--- config.mk ---
export PLATFORM = sky130hd
export DESIGN_NAME = fraction_sum_reduce
export DESIGN_NICKNAME = d
export VERILOG_FILES = /design/src/rtl/fsr_pkg.sv /design/src/rtl/fraction_sum_reduce.sv
export SDC_FILE = /design/constraint.sdc
export NUM_CORES = 2
export LEC_CHECK = 0
export BUFFER_PORTS_ARGS = -buffer_cell sky130_fd_sc_hd__buf_2
export CORE_MARGIN = 2
export CORE_UTILIZATION = 40
export CTS_CLUSTER_SIZE = 20
export DETAILED_ROUTE_END_ITERATION = 16
export GPL_TIMING_DRIVEN = 0
export SYNTH_ARGS = -nofsm -noshare
export SYNTH_HDL_FRONTEND = slang
export SYNTH_SLANG_ARGS = --single-unit
--- constraint.sdc ---
create_clock -name clk -period 15.2 [get_ports clk]
set_clock_uncertainty 0.15 [all_clocks]
set_input_delay 0.76 -clock clk [delete_from_list [all_inputs] [get_ports clk]]
set_output_delay 0.76 -clock clk [all_outputs]
set_load 0.1 [all_outputs]
--- src/rtl/fsr_pkg.sv ---
// Package for fraction_sum_reduce: microcode word types, step addresses
// and the control program ROM. No dependencies.
package fsr_pkg;

    localparam int PC_W = 4;
    typedef logic [PC_W-1:0] pc_t;

    typedef enum logic [3:0] {
        OP_NOP,
        OP_LATCH,
        OP_MUL_ND,
        OP_MUL_DN,
        OP_MUL_DD,
        OP_COMMIT,
        OP_GINIT,
        OP_GSTEP,
        OP_DINIT_N,
        OP_DSTEP,
        OP_DSAVE_N,
        OP_FINISH
    } op_t;

    typedef enum logic [2:0] {
        C_NEVER,
        C_ALWAYS,
        C_NO_REQ,
        C_SKIP,
        C_NOT_LAST,
        C_GCD_RUN,
        C_DIV_RUN,
        C_OUT_BUSY
    } cond_t;

    typedef struct packed {
        op_t   op;
        cond_t cond;
        pc_t   target;
    } uword_t;

    localparam pc_t S_ACCEPT  = 4'd0;
    localparam pc_t S_MUL1    = 4'd1;
    localparam pc_t S_MUL2    = 4'd2;
    localparam pc_t S_MUL3    = 4'd3;
    localparam pc_t S_COMMIT  = 4'd4;
    localparam pc_t S_LASTCHK = 4'd5;
    localparam pc_t S_GINIT   = 4'd6;
    localparam pc_t S_GSTEP   = 4'd7;
    localparam pc_t S_DINIT_N = 4'd8;
    localparam pc_t S_DIV_N   = 4'd9;
    localparam pc_t S_DSAVE_N = 4'd10;
    localparam pc_t S_DIV_D   = 4'd11;
    localparam pc_t S_FINISH  = 4'd12;
    localparam pc_t S_WRAP    = 4'd13;

    // control program; a taken condition jumps to target, else pc + 1
    function automatic uword_t ucode(input pc_t pc);
        uword_t w;
        case (pc)
            S_ACCEPT:  w = '{OP_LATCH,   C_NO_REQ,   S_ACCEPT};
            S_MUL1:    w = '{OP_MUL_ND,  C_SKIP,     S_LASTCHK};
            S_MUL2:    w = '{OP_MUL_DN,  C_NEVER,    S_ACCEPT};
            S_MUL3:    w = '{OP_MUL_DD,  C_NEVER,    S_ACCEPT};
            S_COMMIT:  w = '{OP_COMMIT,  C_NOT_LAST, S_ACCEPT};
            S_LASTCHK: w = '{OP_NOP,     C_NOT_LAST, S_ACCEPT};
            S_GINIT:   w = '{OP_GINIT,   C_NEVER,    S_ACCEPT};
            S_GSTEP:   w = '{OP_GSTEP,   C_GCD_RUN,  S_GSTEP};
            S_DINIT_N: w = '{OP_DINIT_N, C_NEVER,    S_ACCEPT};
            S_DIV_N:   w = '{OP_DSTEP,   C_DIV_RUN,  S_DIV_N};
            S_DSAVE_N: w = '{OP_DSAVE_N, C_NEVER,    S_ACCEPT};
            S_DIV_D:   w = '{OP_DSTEP,   C_DIV_RUN,  S_DIV_D};
            S_FINISH:  w = '{OP_FINISH,  C_OUT_BUSY, S_FINISH};
            S_WRAP:    w = '{OP_NOP,     C_ALWAYS,   S_ACCEPT};
            default:   w = '{OP_NOP,     C_ALWAYS,   S_ACCEPT};
        endcase
        return w;
    endfunction

endpackage

--- src/rtl/fraction_sum_reduce.sv ---
// Fraction sum with GCD reduction, run by a microcoded sequencer.
// Depends on fsr_pkg (microcode ROM and types).
//
// Usage:
//   Input requests (in_valid/in_ready) carry one signed fraction
//   numerator/denominator plus a last flag. A fraction with a zero
//   denominator is dropped. Fractions are summed by cross-multiplication
//   into a 64-bit numerator/denominator pair; a sum that leaves 64 bits
//   sets overflow and freezes the sum for the rest of the list.
//   On a last request the sum is reduced by the GCD of its magnitudes
//   (signs kept) and one result request goes out (out_valid/out_ready).
// Timing:
//   in_ready is high only at the accept step. A summed fraction runs
//   through accept, three passes of the single 64x16 multiplier and commit;
//   a dropped one skips from the first multiply step to the last check. A
//   last request adds the binary GCD loop (one step a cycle) and two 64-step
//   restoring divisions through one shared divider.
// Reset: the sum returns to 0/1, overflow clears, no result is pending.
// Stall: the result sits in an output register; new requests are taken
//   while it waits, and only the next result load waits for out_ready.
module fraction_sum_reduce (
    input  logic               clk,
    input  logic               rst_n,
    input  logic               in_valid,
    output logic               in_ready,
    input  logic signed [15:0] numerator,
    input  logic signed [15:0] denominator,
    input  logic               last,
    output logic               out_valid,
    input  logic               out_ready,
    output logic signed [63:0] sum_numerator,
    output logic signed [63:0] sum_denominator,
    output logic               overflow
);

    fsr_pkg::pc_t    pc_reg, pc_next;
    fsr_pkg::uword_t uw;
    logic            cond_hit;

    // accumulator and control state
    logic signed [63:0] an_reg, an_next;
    logic signed [63:0] ad_reg, ad_next;
    logic               ovf_reg, ovf_next;
    logic               out_valid_reg, out_valid_next;

    // datapath registers
    logic signed [15:0] bn_reg, bn_next;
    logic signed [15:0] bd_reg, bd_next;
    logic               last_reg, last_next;
    logic signed [79:0] t1_reg, t1_next;
    logic signed [79:0] t2_reg, t2_next;
    logic signed [79:0] t3_reg, t3_next;
    logic        [80:0] sum_reg, sum_next;
    logic        [63:0] u_reg, u_next;
    logic        [63:0] v_reg, v_next;
    logic        [5:0]  k_reg, k_next;
    logic        [63:0] mn_reg, mn_next;
    logic        [63:0] md_reg, md_next;
    logic               sn_reg, sn_next;
    logic               sd_reg, sd_next;
    logic        [63:0] g_reg, g_next;
    logic        [63:0] dq_reg, dq_next;
    logic        [64:0] rem_reg, rem_next;
    logic        [5:0]  cnt_reg, cnt_next;
    logic        [63:0] qn_reg, qn_next;
    logic signed [63:0] out_num_reg, out_num_next;
    logic signed [63:0] out_den_reg, out_den_next;
    logic               out_ovf_reg, out_ovf_next;

    // shared multiplier
    logic signed [63:0] mul_a;
    logic signed [15:0] mul_b;
    logic signed [79:0] prod;

    logic        in_fire, out_fire, out_busy;
    logic        fits_sum, fits_den;
    logic [64:0] div_shift, div_diff;
    logic [63:0] gdiff_uv, gdiff_vu;

    assign in_ready  = (pc_reg == fsr_pkg::S_ACCEPT);
    assign in_fire   = in_valid && in_ready;
    assign out_fire  = out_valid_reg && out_ready;
    assign out_busy  = out_valid_reg && !out_ready;
    assign out_valid = out_valid_reg;
    assign sum_numerator   = out_num_reg;
    assign sum_denominator = out_den_reg;
    assign overflow        = out_ovf_reg;

    assign uw = fsr_pkg::ucode(pc_reg);

    always_comb
    begin
        case (uw.cond)
            fsr_pkg::C_NEVER:    cond_hit = 1'b0;
            fsr_pkg::C_ALWAYS:   cond_hit = 1'b1;
            fsr_pkg::C_NO_REQ:   cond_hit = !in_valid;
            fsr_pkg::C_SKIP:     cond_hit = (bd_reg == 16'sd0) || ovf_reg;
            fsr_pkg::C_NOT_LAST: cond_hit = !last_reg;
            fsr_pkg::C_GCD_RUN:  cond_hit = (u_reg != 64'd0);
            fsr_pkg::C_DIV_RUN:  cond_hit = (cnt_reg != 6'h3F);
            fsr_pkg::C_OUT_BUSY: cond_hit = out_busy;
            default:             cond_hit = 1'b0;
        endcase
        pc_next = cond_hit ? uw.target : pc_reg + 4'd1;
    end

    always_comb
    begin
        case (uw.op)
            fsr_pkg::OP_MUL_ND:
            begin
                mul_a = an_reg;
                mul_b = bd_reg;
            end
            fsr_pkg::OP_MUL_DN:
            begin
                mul_a = ad_reg;
                mul_b = bn_reg;
            end
            default:
            begin
                mul_a = ad_reg;
                mul_b = bd_reg;
            end
        endcase
    end

    assign prod = mul_a * mul_b;

    // new sum must sit in signed 64 bits
    assign fits_sum = (sum_reg[80:63] == {18{sum_reg[63]}});
    assign fits_den = (t3_reg[79:63] == {17{t3_reg[63]}});

    assign div_shift = {rem_reg[63:0], dq_reg[63]};
    assign div_diff  = div_shift - {1'b0, g_reg};
    assign gdiff_uv  = u_reg - v_reg;
    assign gdiff_vu  = v_reg - u_reg;

    always_comb
    begin
        an_next        = an_reg;
        ad_next        = ad_reg;
        ovf_next       = ovf_reg;
        out_valid_next = out_fire ? 1'b0 : out_valid_reg;
        bn_next        = bn_reg;
        bd_next        = bd_reg;
        last_next      = last_reg;
        t1_next        = t1_reg;
        t2_next        = t2_reg;
        t3_next        = t3_reg;
        sum_next       = sum_reg;
        u_next         = u_reg;
        v_next         = v_reg;
        k_next         = k_reg;
        mn_next        = mn_reg;
        md_next        = md_reg;
        sn_next        = sn_reg;
        sd_next        = sd_reg;
        g_next         = g_reg;
        dq_next        = dq_reg;
        rem_next       = rem_reg;
        cnt_next       = cnt_reg;
        qn_next        = qn_reg;
        out_num_next   = out_num_reg;
        out_den_next   = out_den_reg;
        out_ovf_next   = out_ovf_reg;

        case (uw.op)
            fsr_pkg::OP_LATCH:
            begin
                if (in_fire)
                begin
                    bn_next   = numerator;
                    bd_next   = denominator;
                    last_next = last;
                end
            end
            fsr_pkg::OP_MUL_ND:
                t1_next = prod;
            fsr_pkg::OP_MUL_DN:
                t2_next = prod;
            fsr_pkg::OP_MUL_DD:
            begin
                t3_next  = prod;
                sum_next = {t1_reg[79], t1_reg} + {t2_reg[79], t2_reg};
            end
            fsr_pkg::OP_COMMIT:
            begin
                if (fits_sum && fits_den)
                begin
                    an_next = sum_reg[63:0];
                    ad_next = t3_reg[63:0];
                end
                else
                begin
                    ovf_next = 1'b1;
                end
            end
            fsr_pkg::OP_GINIT:
            begin
                sn_next = an_reg[63];
                sd_next = ad_reg[63];
                mn_next = an_reg[63] ? 64'd0 - an_reg : an_reg;
                md_next = ad_reg[63] ? 64'd0 - ad_reg : ad_reg;
                u_next  = an_reg[63] ? 64'd0 - an_reg : an_reg;
                v_next  = ad_reg[63] ? 64'd0 - ad_reg : ad_reg;
                k_next  = 6'd0;
            end
            fsr_pkg::OP_GSTEP:
            begin
                // binary GCD, one step per cycle
                if (u_reg != 64'd0)
                begin
                    if (!u_reg[0] && !v_reg[0])
                    begin
                        u_next = u_reg >> 1;
                        v_next = v_reg >> 1;
                        k_next = k_reg + 6'd1;
                    end
                    else if (!u_reg[0])
                        u_next = u_reg >> 1;
                    else if (!v_reg[0])
                        v_next = v_reg >> 1;
                    else if (u_reg >= v_reg)
                        u_next = gdiff_uv >> 1;
                    else
                        v_next = gdiff_vu >> 1;
                end
            end
            fsr_pkg::OP_DINIT_N:
            begin
                g_next   = v_reg << k_reg;
                dq_next  = mn_reg;
                rem_next = 65'd0;
                cnt_next = 6'd0;
            end
            fsr_pkg::OP_DSTEP:
            begin
                // restoring division, one quotient bit per cycle
                if (!div_diff[64])
                begin
                    rem_next = div_diff;
                    dq_next  = {dq_reg[62:0], 1'b1};
                end
                else
                begin
                    rem_next = div_shift;
                    dq_next  = {dq_reg[62:0], 1'b0};
                end
                cnt_next = cnt_reg + 6'd1;
            end
            fsr_pkg::OP_DSAVE_N:
            begin
                qn_next  = sn_reg ? 64'd0 - dq_reg : dq_reg;
                dq_next  = md_reg;
                rem_next = 65'd0;
                cnt_next = 6'd0;
            end
            fsr_pkg::OP_FINISH:
            begin
                if (!out_busy)
                begin
                    out_num_next   = qn_reg;
                    out_den_next   = sd_reg ? 64'sd0 - $signed(dq_reg) : $signed(dq_reg);
                    out_ovf_next   = ovf_reg;
                    out_valid_next = 1'b1;
                    an_next        = 64'sd0;
                    ad_next        = 64'sd1;
                    ovf_next       = 1'b0;
                end
            end
            default:
            begin
            end
        endcase
    end

    always_ff @(posedge clk or negedge rst_n)
    begin
        if (!rst_n)
        begin
            pc_reg        <= fsr_pkg::S_ACCEPT;
            an_reg        <= 64'sd0;
            ad_reg        <= 64'sd1;
            ovf_reg       <= 1'b0;
            out_valid_reg <= 1'b0;
        end
        else
        begin
            pc_reg        <= pc_next;
            an_reg        <= an_next;
            ad_reg        <= ad_next;
            ovf_reg       <= ovf_next;
            out_valid_reg <= out_valid_next;
        end
    end

    always_ff @(posedge clk)
    begin
        bn_reg      <= bn_next;
        bd_reg      <= bd_next;
        last_reg    <= last_next;
        t1_reg      <= t1_next;
        t2_reg      <= t2_next;
        t3_reg      <= t3_next;
        sum_reg     <= sum_next;
        u_reg       <= u_next;
        v_reg       <= v_next;
        k_reg       <= k_next;
        mn_reg      <= mn_next;
        md_reg      <= md_next;
        sn_reg      <= sn_next;
        sd_reg      <= sd_next;
        g_reg       <= g_next;
        dq_reg      <= dq_next;
        rem_reg     <= rem_next;
        cnt_reg     <= cnt_next;
        qn_reg      <= qn_next;
        out_num_reg <= out_num_next;
        out_den_reg <= out_den_next;
        out_ovf_reg <= out_ovf_next;
    end

endmodule

## Word level (Yosys, flattened, before mapping)

Memory sizes are Yosys's and may differ from the RTL's.
Index checks and enable logic that the tools add are counted.

| cells by class | value |
|---|---|
| bitwise gates (word level) | 1 |
| shifts and indexed selects | 1 |
| $mul | 1 |
| $lt $le $gt $ge | 1 |
| equal/unequal tests | 30 |
| multiplexer cells | 40 |
| reductions and logical operators | 29 |
| divide/modulo/power cells | 0 |
| add/sub/neg operators | 11 |

Operators with widths:

| kind | number |
|---|---|
| 64-bit 2-to-1 mux | 20 |
| 64-bit one-hot mux with 2 select lines | 5 |
| 1-bit by 64-bit subtractor with 64-bit output (first input constant) | 4 |
| 64-bit one-hot mux with 3 select lines | 1 |
| 64-bit subtractor | 2 |
| 80-bit by 80-bit adder with 81-bit output | 1 |
| 64-bit by 16-bit multiplier with 80-bit output | 1 |
| 65-bit by 64-bit subtractor with 65-bit output | 1 |
| 64-bit greater-or-equal comparator | 1 |
| 64-bit nonzero test | 1 |
| 64-bit by 6-bit << shifter with 64-bit output | 1 |
| 6-bit one-hot mux with 2 select lines | 2 |
| 17-bit equality test | 1 |
| 16-bit equality test | 1 |
| 4-bit by 3-bit equality test with 1-bit output (second input constant) | 4 |
| 4-bit equality test (second input constant) | 4 |
| 16-bit logical NOT | 1 |
| 16-bit 2-to-1 mux | 1 |
| 6-bit by 1-bit adder with 6-bit output (second input constant) | 2 |
| 3-bit equality test (second input constant) | 4 |
| 6-bit 2-to-1 mux | 2 |
| 4-bit inequality test (second input constant) | 3 |
| 3-bit AND reduction | 4 |
| 2-bit inequality test (second input constant) | 5 |
| other kinds (22) | 42 |

| word-level totals | value |
|---|---|
| word-level logic and storage cells | 144 |
| register bits | 1143 |
| output and inout bits | 131 |
| latch bits | 0 |
| bits in writable memories | 0 |
| memories kept | 1 |
| bits of input ports | 37 |
| memory bits (read-only) | 176 |

Memories:

| name | depth | width | read ports | clocked after memory_dff | wr ports | RTL line | RTL |
|---|---|---|---|---|---|---|---|
| (no name shown) | 16 | 11 | 1 | 0 | 0 | fsr_pkg.sv:58 | `case (pc)` |

## Longest topological paths before layout

| depth | value |
|---|---|
| word-level depth | 7 |
| depth in mapped cells | 39 |
| depth with buffers taken out | 35 |

## Worst setup path before layout

OpenSTA, ideal clock, no wires.

| timing | value |
|---|---|
| path kind | register to register |
| start | register pc_reg[0] |
| end | register sum_reg[0], enable pin |
| library setup time | 0.880 ns |
| buffers on the path | 1 |
| clock period less this slack | 13.303 ns |
| stages on the path, launching flop included | 7 |
| required time | 14.170 ns |
| arrival time | 12.273 ns |
| path slack | 1.897 ns |
| path through | dfrtp_1 > clkbuf_1 > inv_1 > ha_1 > o21ai_0 > a21o_1 > nor3_1 |

| on the way | value |
|---|---|
| longest elaborated chain between the ends | 2 |

Ends and longest elaborated chain:

| element | RTL line | RTL |
|---|---|---|
| start: declaration | fraction_sum_reduce.sv:36 | `fsr_pkg::pc_t pc_reg, pc_next;` |
| start signal: assignment | fraction_sum_reduce.sv:282 | `pc_reg <= fsr_pkg::S_ACCEPT;` |
| start signal: assignment | fraction_sum_reduce.sv:290 | `pc_reg <= pc_next;` |
| memory 16 x 11 bit | n/a |  |
| 4-bit by 3-bit equality test with 1-bit output | fraction_sum_reduce.sv:168 | `case (uw.op)` |
| end signal: assignment | fraction_sum_reduce.sv:306 | `sum_reg <= sum_next;` |
| end: declaration | fraction_sum_reduce.sv:53 | `logic [80:0] sum_reg, sum_next;` |

Every way passes these cells.
A chain may end at the register's enable or synchronous reset.

## Worst setup path after layout

| timing | value |
|---|---|
| start | register pc_reg[0] |
| end | register t1_reg[73] (data pin) |

| on the way | value |
|---|---|
| longest elaborated chain between the ends | 4 |
| elaborated cells between the ends (all ways) | 6 |
| those cells by class | mul: 1; eq/ne: 2; mux: 2; memory: 1 |

Ends and longest elaborated chain:

| element | RTL line | RTL |
|---|---|---|
| memory 16 x 11 bit * | n/a |  |
| 4-bit by 2-bit equality test with 1-bit output | fraction_sum_reduce.sv:109 | `case (uw.op)` |
| 64-bit 2-to-1 mux or 16-bit 2-to-1 mux (tied branches) | fraction_sum_reduce.sv:109 |  |
| 64-bit by 16-bit multiplier with 80-bit output * | fraction_sum_reduce.sv:128 | `assign prod = mul_a * mul_b;` |
| net prod[73] | fraction_sum_reduce.sv:73 | `logic signed [79:0] prod;` |
| end signal: assignment | fraction_sum_reduce.sv:303 | `t1_reg <= t1_next;` |
| end: declaration | fraction_sum_reduce.sv:50 | `logic signed [79:0] t1_reg, t1_next;` |

Mark *: on every way through the listed nets, which the timed path passes. The rest lies on a longest branch.

==> insert_results.sql <==
INSERT INTO impl_metrics (metric_group, metric, value, unit) VALUES
('cts', 'clock_sinks', '1143', ''),
('grt', 'grt_pass1_vias', '82330', ''),
('cts', 'cts-root-to-sink-buffers', '3', ''),
('grt', 'grt.overflow.total', '0', ''),
('synth', 'synthesized_area_fraction_occupied_by_ao_oa_aoi_and_oai_cells', '12.28', '%'),
('worst_setup_path', 'cpPeakStageDelay', '860', 'ps'),
('synth', 'synth.net_count', '11940', ''),
('worst_setup_path', 'critical_path.n_buffers_inverters', '9', ''),
('grt', 'antenna_violations_before_repair', '3', ''),
('timing', 'timing.setup.tns', '0', 'ps'),
('placed_design', 'port-buffer-count', '167', ''),
('routing', 'routed_wl', '383100', 'um'),
('worst_setup_path', 'start_kind', 'flop', ''),
('placed_design', 'routability_cong', '1.072', ''),
('final_layout', 'final_util', '44.58', '%'),
('final_layout', 'multi_input_comb_area', '59290', 'um^2'),
('status', 'outcome', 'complete, but fails checks', ''),
('synth', 'combinational_family_with_the_most_area_after_synthesis', 'adder cells', ''),
('synth', 'synth_mux_area_share', '3.846', '%'),
('placed_design', 'place_ws', '-622.5', 'ps'),
('worst_setup_path', 'critical_path_peak_fanout', '10', ''),
('synth', 'postSynth.asyncResetShare', '11.72', '%'),
('floorplanning', 'design.portCount', '168', ''),
('synth', 'ys.flop_type', 'sky130_fd_sc_hd__edfxtp_1', ''),
('synth', 'count_of_different_cell_masters_after_synthesis', '80', ''),
('synth', 'synth.yosys.warnings', '0', ''),
('floorplanning', 'die_area', '254300', 'um^2'),
('synth', 'yosysMostFrequentCell', 'sky130_fd_sc_hd__nand2_1', ''),
('final_layout', 'n_fill_cell', '24040', ''),
('grt', 'grt_pass1_wl', '555200', 'um'),
('routing', 'detailedRoute.firstPassIterationCount', '8', ''),
('timing', 'fmax', '0.06658', 'GHz'),
('timing', 'count_of_final_hold_check_violations', '0', ''),
('timing', 'tightestPinTransition', '1499', 'ps'),
('timing', 'timing.slew.headroom', '-2.778', '%'),
('cts', 'clkLatencyLatePin', '840', 'ps'),
('routing', 'drt-wirelength-per-cell', '26.74', 'um'),
('synth', 'synth_edf_count', '1009', ''),
('cts', 'post_cts.repair.setup_buffers', '0', ''),
('final_layout', 'final-seq-area', '33650', 'um^2'),
('timing', 'grt_setup_unrepaired', 'no', ''),
('final_layout', 'area_growth_syn_to_layout', '10.72', '%'),
('timing', 'total_count_of_max_transition_violations_in_the_final_report', '2', ''),
('floorplanning', 'std_cell_rows', '183', ''),
('hold_path', 'timing.hold.worst.class', 'in -> reg', ''),
('routing', 'detail_route.vias_per_cell', '5.699', ''),
('final_layout', 'largest_register_ffs', '81', ''),
('final_layout', 'drive_above_1_share', '5.952', '%'),
('final_layout', 'number_of_nets_at_the_end_of_the_flow', '12320', ''),
('worst_setup_path', 'worst-setup-path-type', 'reg -> reg', ''),
('synth', 'yosysTopAreaCellShare', '30.26', '%'),
('timing', 'final_ws_setup', '179.6', 'ps'),
('timing', 'timing.final.crit_share', '98.82', '%'),
('routing', 'drc', '0', ''),
('synth', 'synthXorXnorAreaFrac', '5.065', '%'),
('routing', 'antenna_left', '0', ''),
('routing', 'drt_iter0_markers', '8650', ''),
('floorplanning', 'fp.dieH', '504.3', 'um'),
('worst_setup_path', 'crit_path_top_delay_cell', 'sky130_fd_sc_hd__clkbuf_1', ''),
('grt', 'grt_max_degree', '82', ''),
('floorplanning', 'core_region_area', '248700', 'um^2'),
('status', 'violations_in_the_final_reports', 'capacitance limit, slew limit', ''),
('synth', 'postSynthAreaPerCell', '9.538', 'um^2'),
('cts', 'htree_levels', '4', ''),
('cts', 'cts-buffers-inserted', '133', ''),
('floorplanning', 'die-width', '504.3', 'um'),
('cts', 'cts_root_buf', 'sky130_fd_sc_hd__clkbuf_16', ''),
('worst_setup_path', 'cpLargestDelayFamily', 'compound AO/OA/AOI/OAI gates', ''),
('flow_run', 'maxCapViolations', '3', ''),
('cts', 'clkSlewWorstSetupHoldPaths', '60', 'ps'),
('synth', 'mappedNetlistArea', '100100', 'um^2');
logic make-up after synthesis:
group	count (synthesis)
AOI/OAI and AO/OA	1988
xor gates and xnor gates	579
adders and majority gates	1401
buffers and inverters	1950
DFF	1143
muxes	312
and+or+nand+nor	3124
through the flow:
stage	std cells	cell area, um^2
after floorplan	10500	100100
after global placement	13990	105100
after detailed placement	14040	106000
after CTS	14320	110800
after global routing	14320	110800
final	14330	110900
final cells by class:
type	instances	area share, %
timing repair buffer	248	1.718
antenna	8	0.01806
tap	3330	3.758
multi-input combinational	7404	53.48
clock inverter	84	0.8408
inverter	1396	4.731
buffer	554	1.921
sequential	1143	30.36
clock buffer	159	3.174
cells in the final DEF, fill, tap and decap left out, types with 71 or more instances in the layout:
cell,synthesis,routed
sky130_fd_sc_hd__mux2i_1,180,159
sky130_fd_sc_hd__edfxtp_1,1009,1009
sky130_fd_sc_hd__nand3_1,131,131
sky130_fd_sc_hd__clkbuf_16,0,135
sky130_fd_sc_hd__nand2_1,1414,1414
sky130_fd_sc_hd__buf_1,74,71
sky130_fd_sc_hd__fa_1,938,938
sky130_fd_sc_hd__nand4_1,105,105
sky130_fd_sc_hd__xor2_1,130,130
sky130_fd_sc_hd__o21bai_1,77,77
sky130_fd_sc_hd__ha_1,463,463
sky130_fd_sc_hd__inv_1,1393,1392
sky130_fd_sc_hd__a21o_1,230,230
sky130_fd_sc_hd__o22ai_1,92,92
sky130_fd_sc_hd__dfrtp_1,133,133
sky130_fd_sc_hd__a31oi_1,88,87
sky130_fd_sc_hd__a221oi_1,86,86
sky130_fd_sc_hd__a21oi_1,578,578
sky130_fd_sc_hd__nor2_1,1030,1025
sky130_fd_sc_hd__nor3_1,82,80
sky130_fd_sc_hd__mux2_2,82,82
sky130_fd_sc_hd__o21ai_0,503,503
sky130_fd_sc_hd__buf_2,15,184
sky130_fd_sc_hd__clkbuf_1,462,477
sky130_fd_sc_hd__xnor2_1,449,449
repair_timing:
item,CTS,global route
endpoints found under the setup margin,9,9
endpoints found under the hold margin,84,0
gates resized for setup,8,15
hold buffers,33,0
routing by layer:
layer  wire, um  GRT usage [%]  part of all wire (%)
met1     157400          39.22                    41
met3      32820          5.608                   8.6
met4      26180          16.87                   6.8
met2     166700          45.72                    44
met5         13              0                0.0034
path summary, 6_finish.rpt:
kind / start / to / slack, ps / depth (start not counted)
worst max-delay path: pc_reg[0] / t1_reg[73] / 180 / 35
worst min-delay path: last / last_reg / 50 / 1
worst max register to register: pc_reg[0] / t1_reg[73] / 180 / 35
worst min register to register: qn_reg[17] / sum_numerator[17] / 260 / 0
max in group asynchronous: rst_n / an_reg[53] / 13690 / 3
min in group asynchronous: rst_n / an_reg[10] / 320 / 2
Power is not shown: default switching activity piles up to over one toggle a cycle in this logic, so the estimate is an artifact.
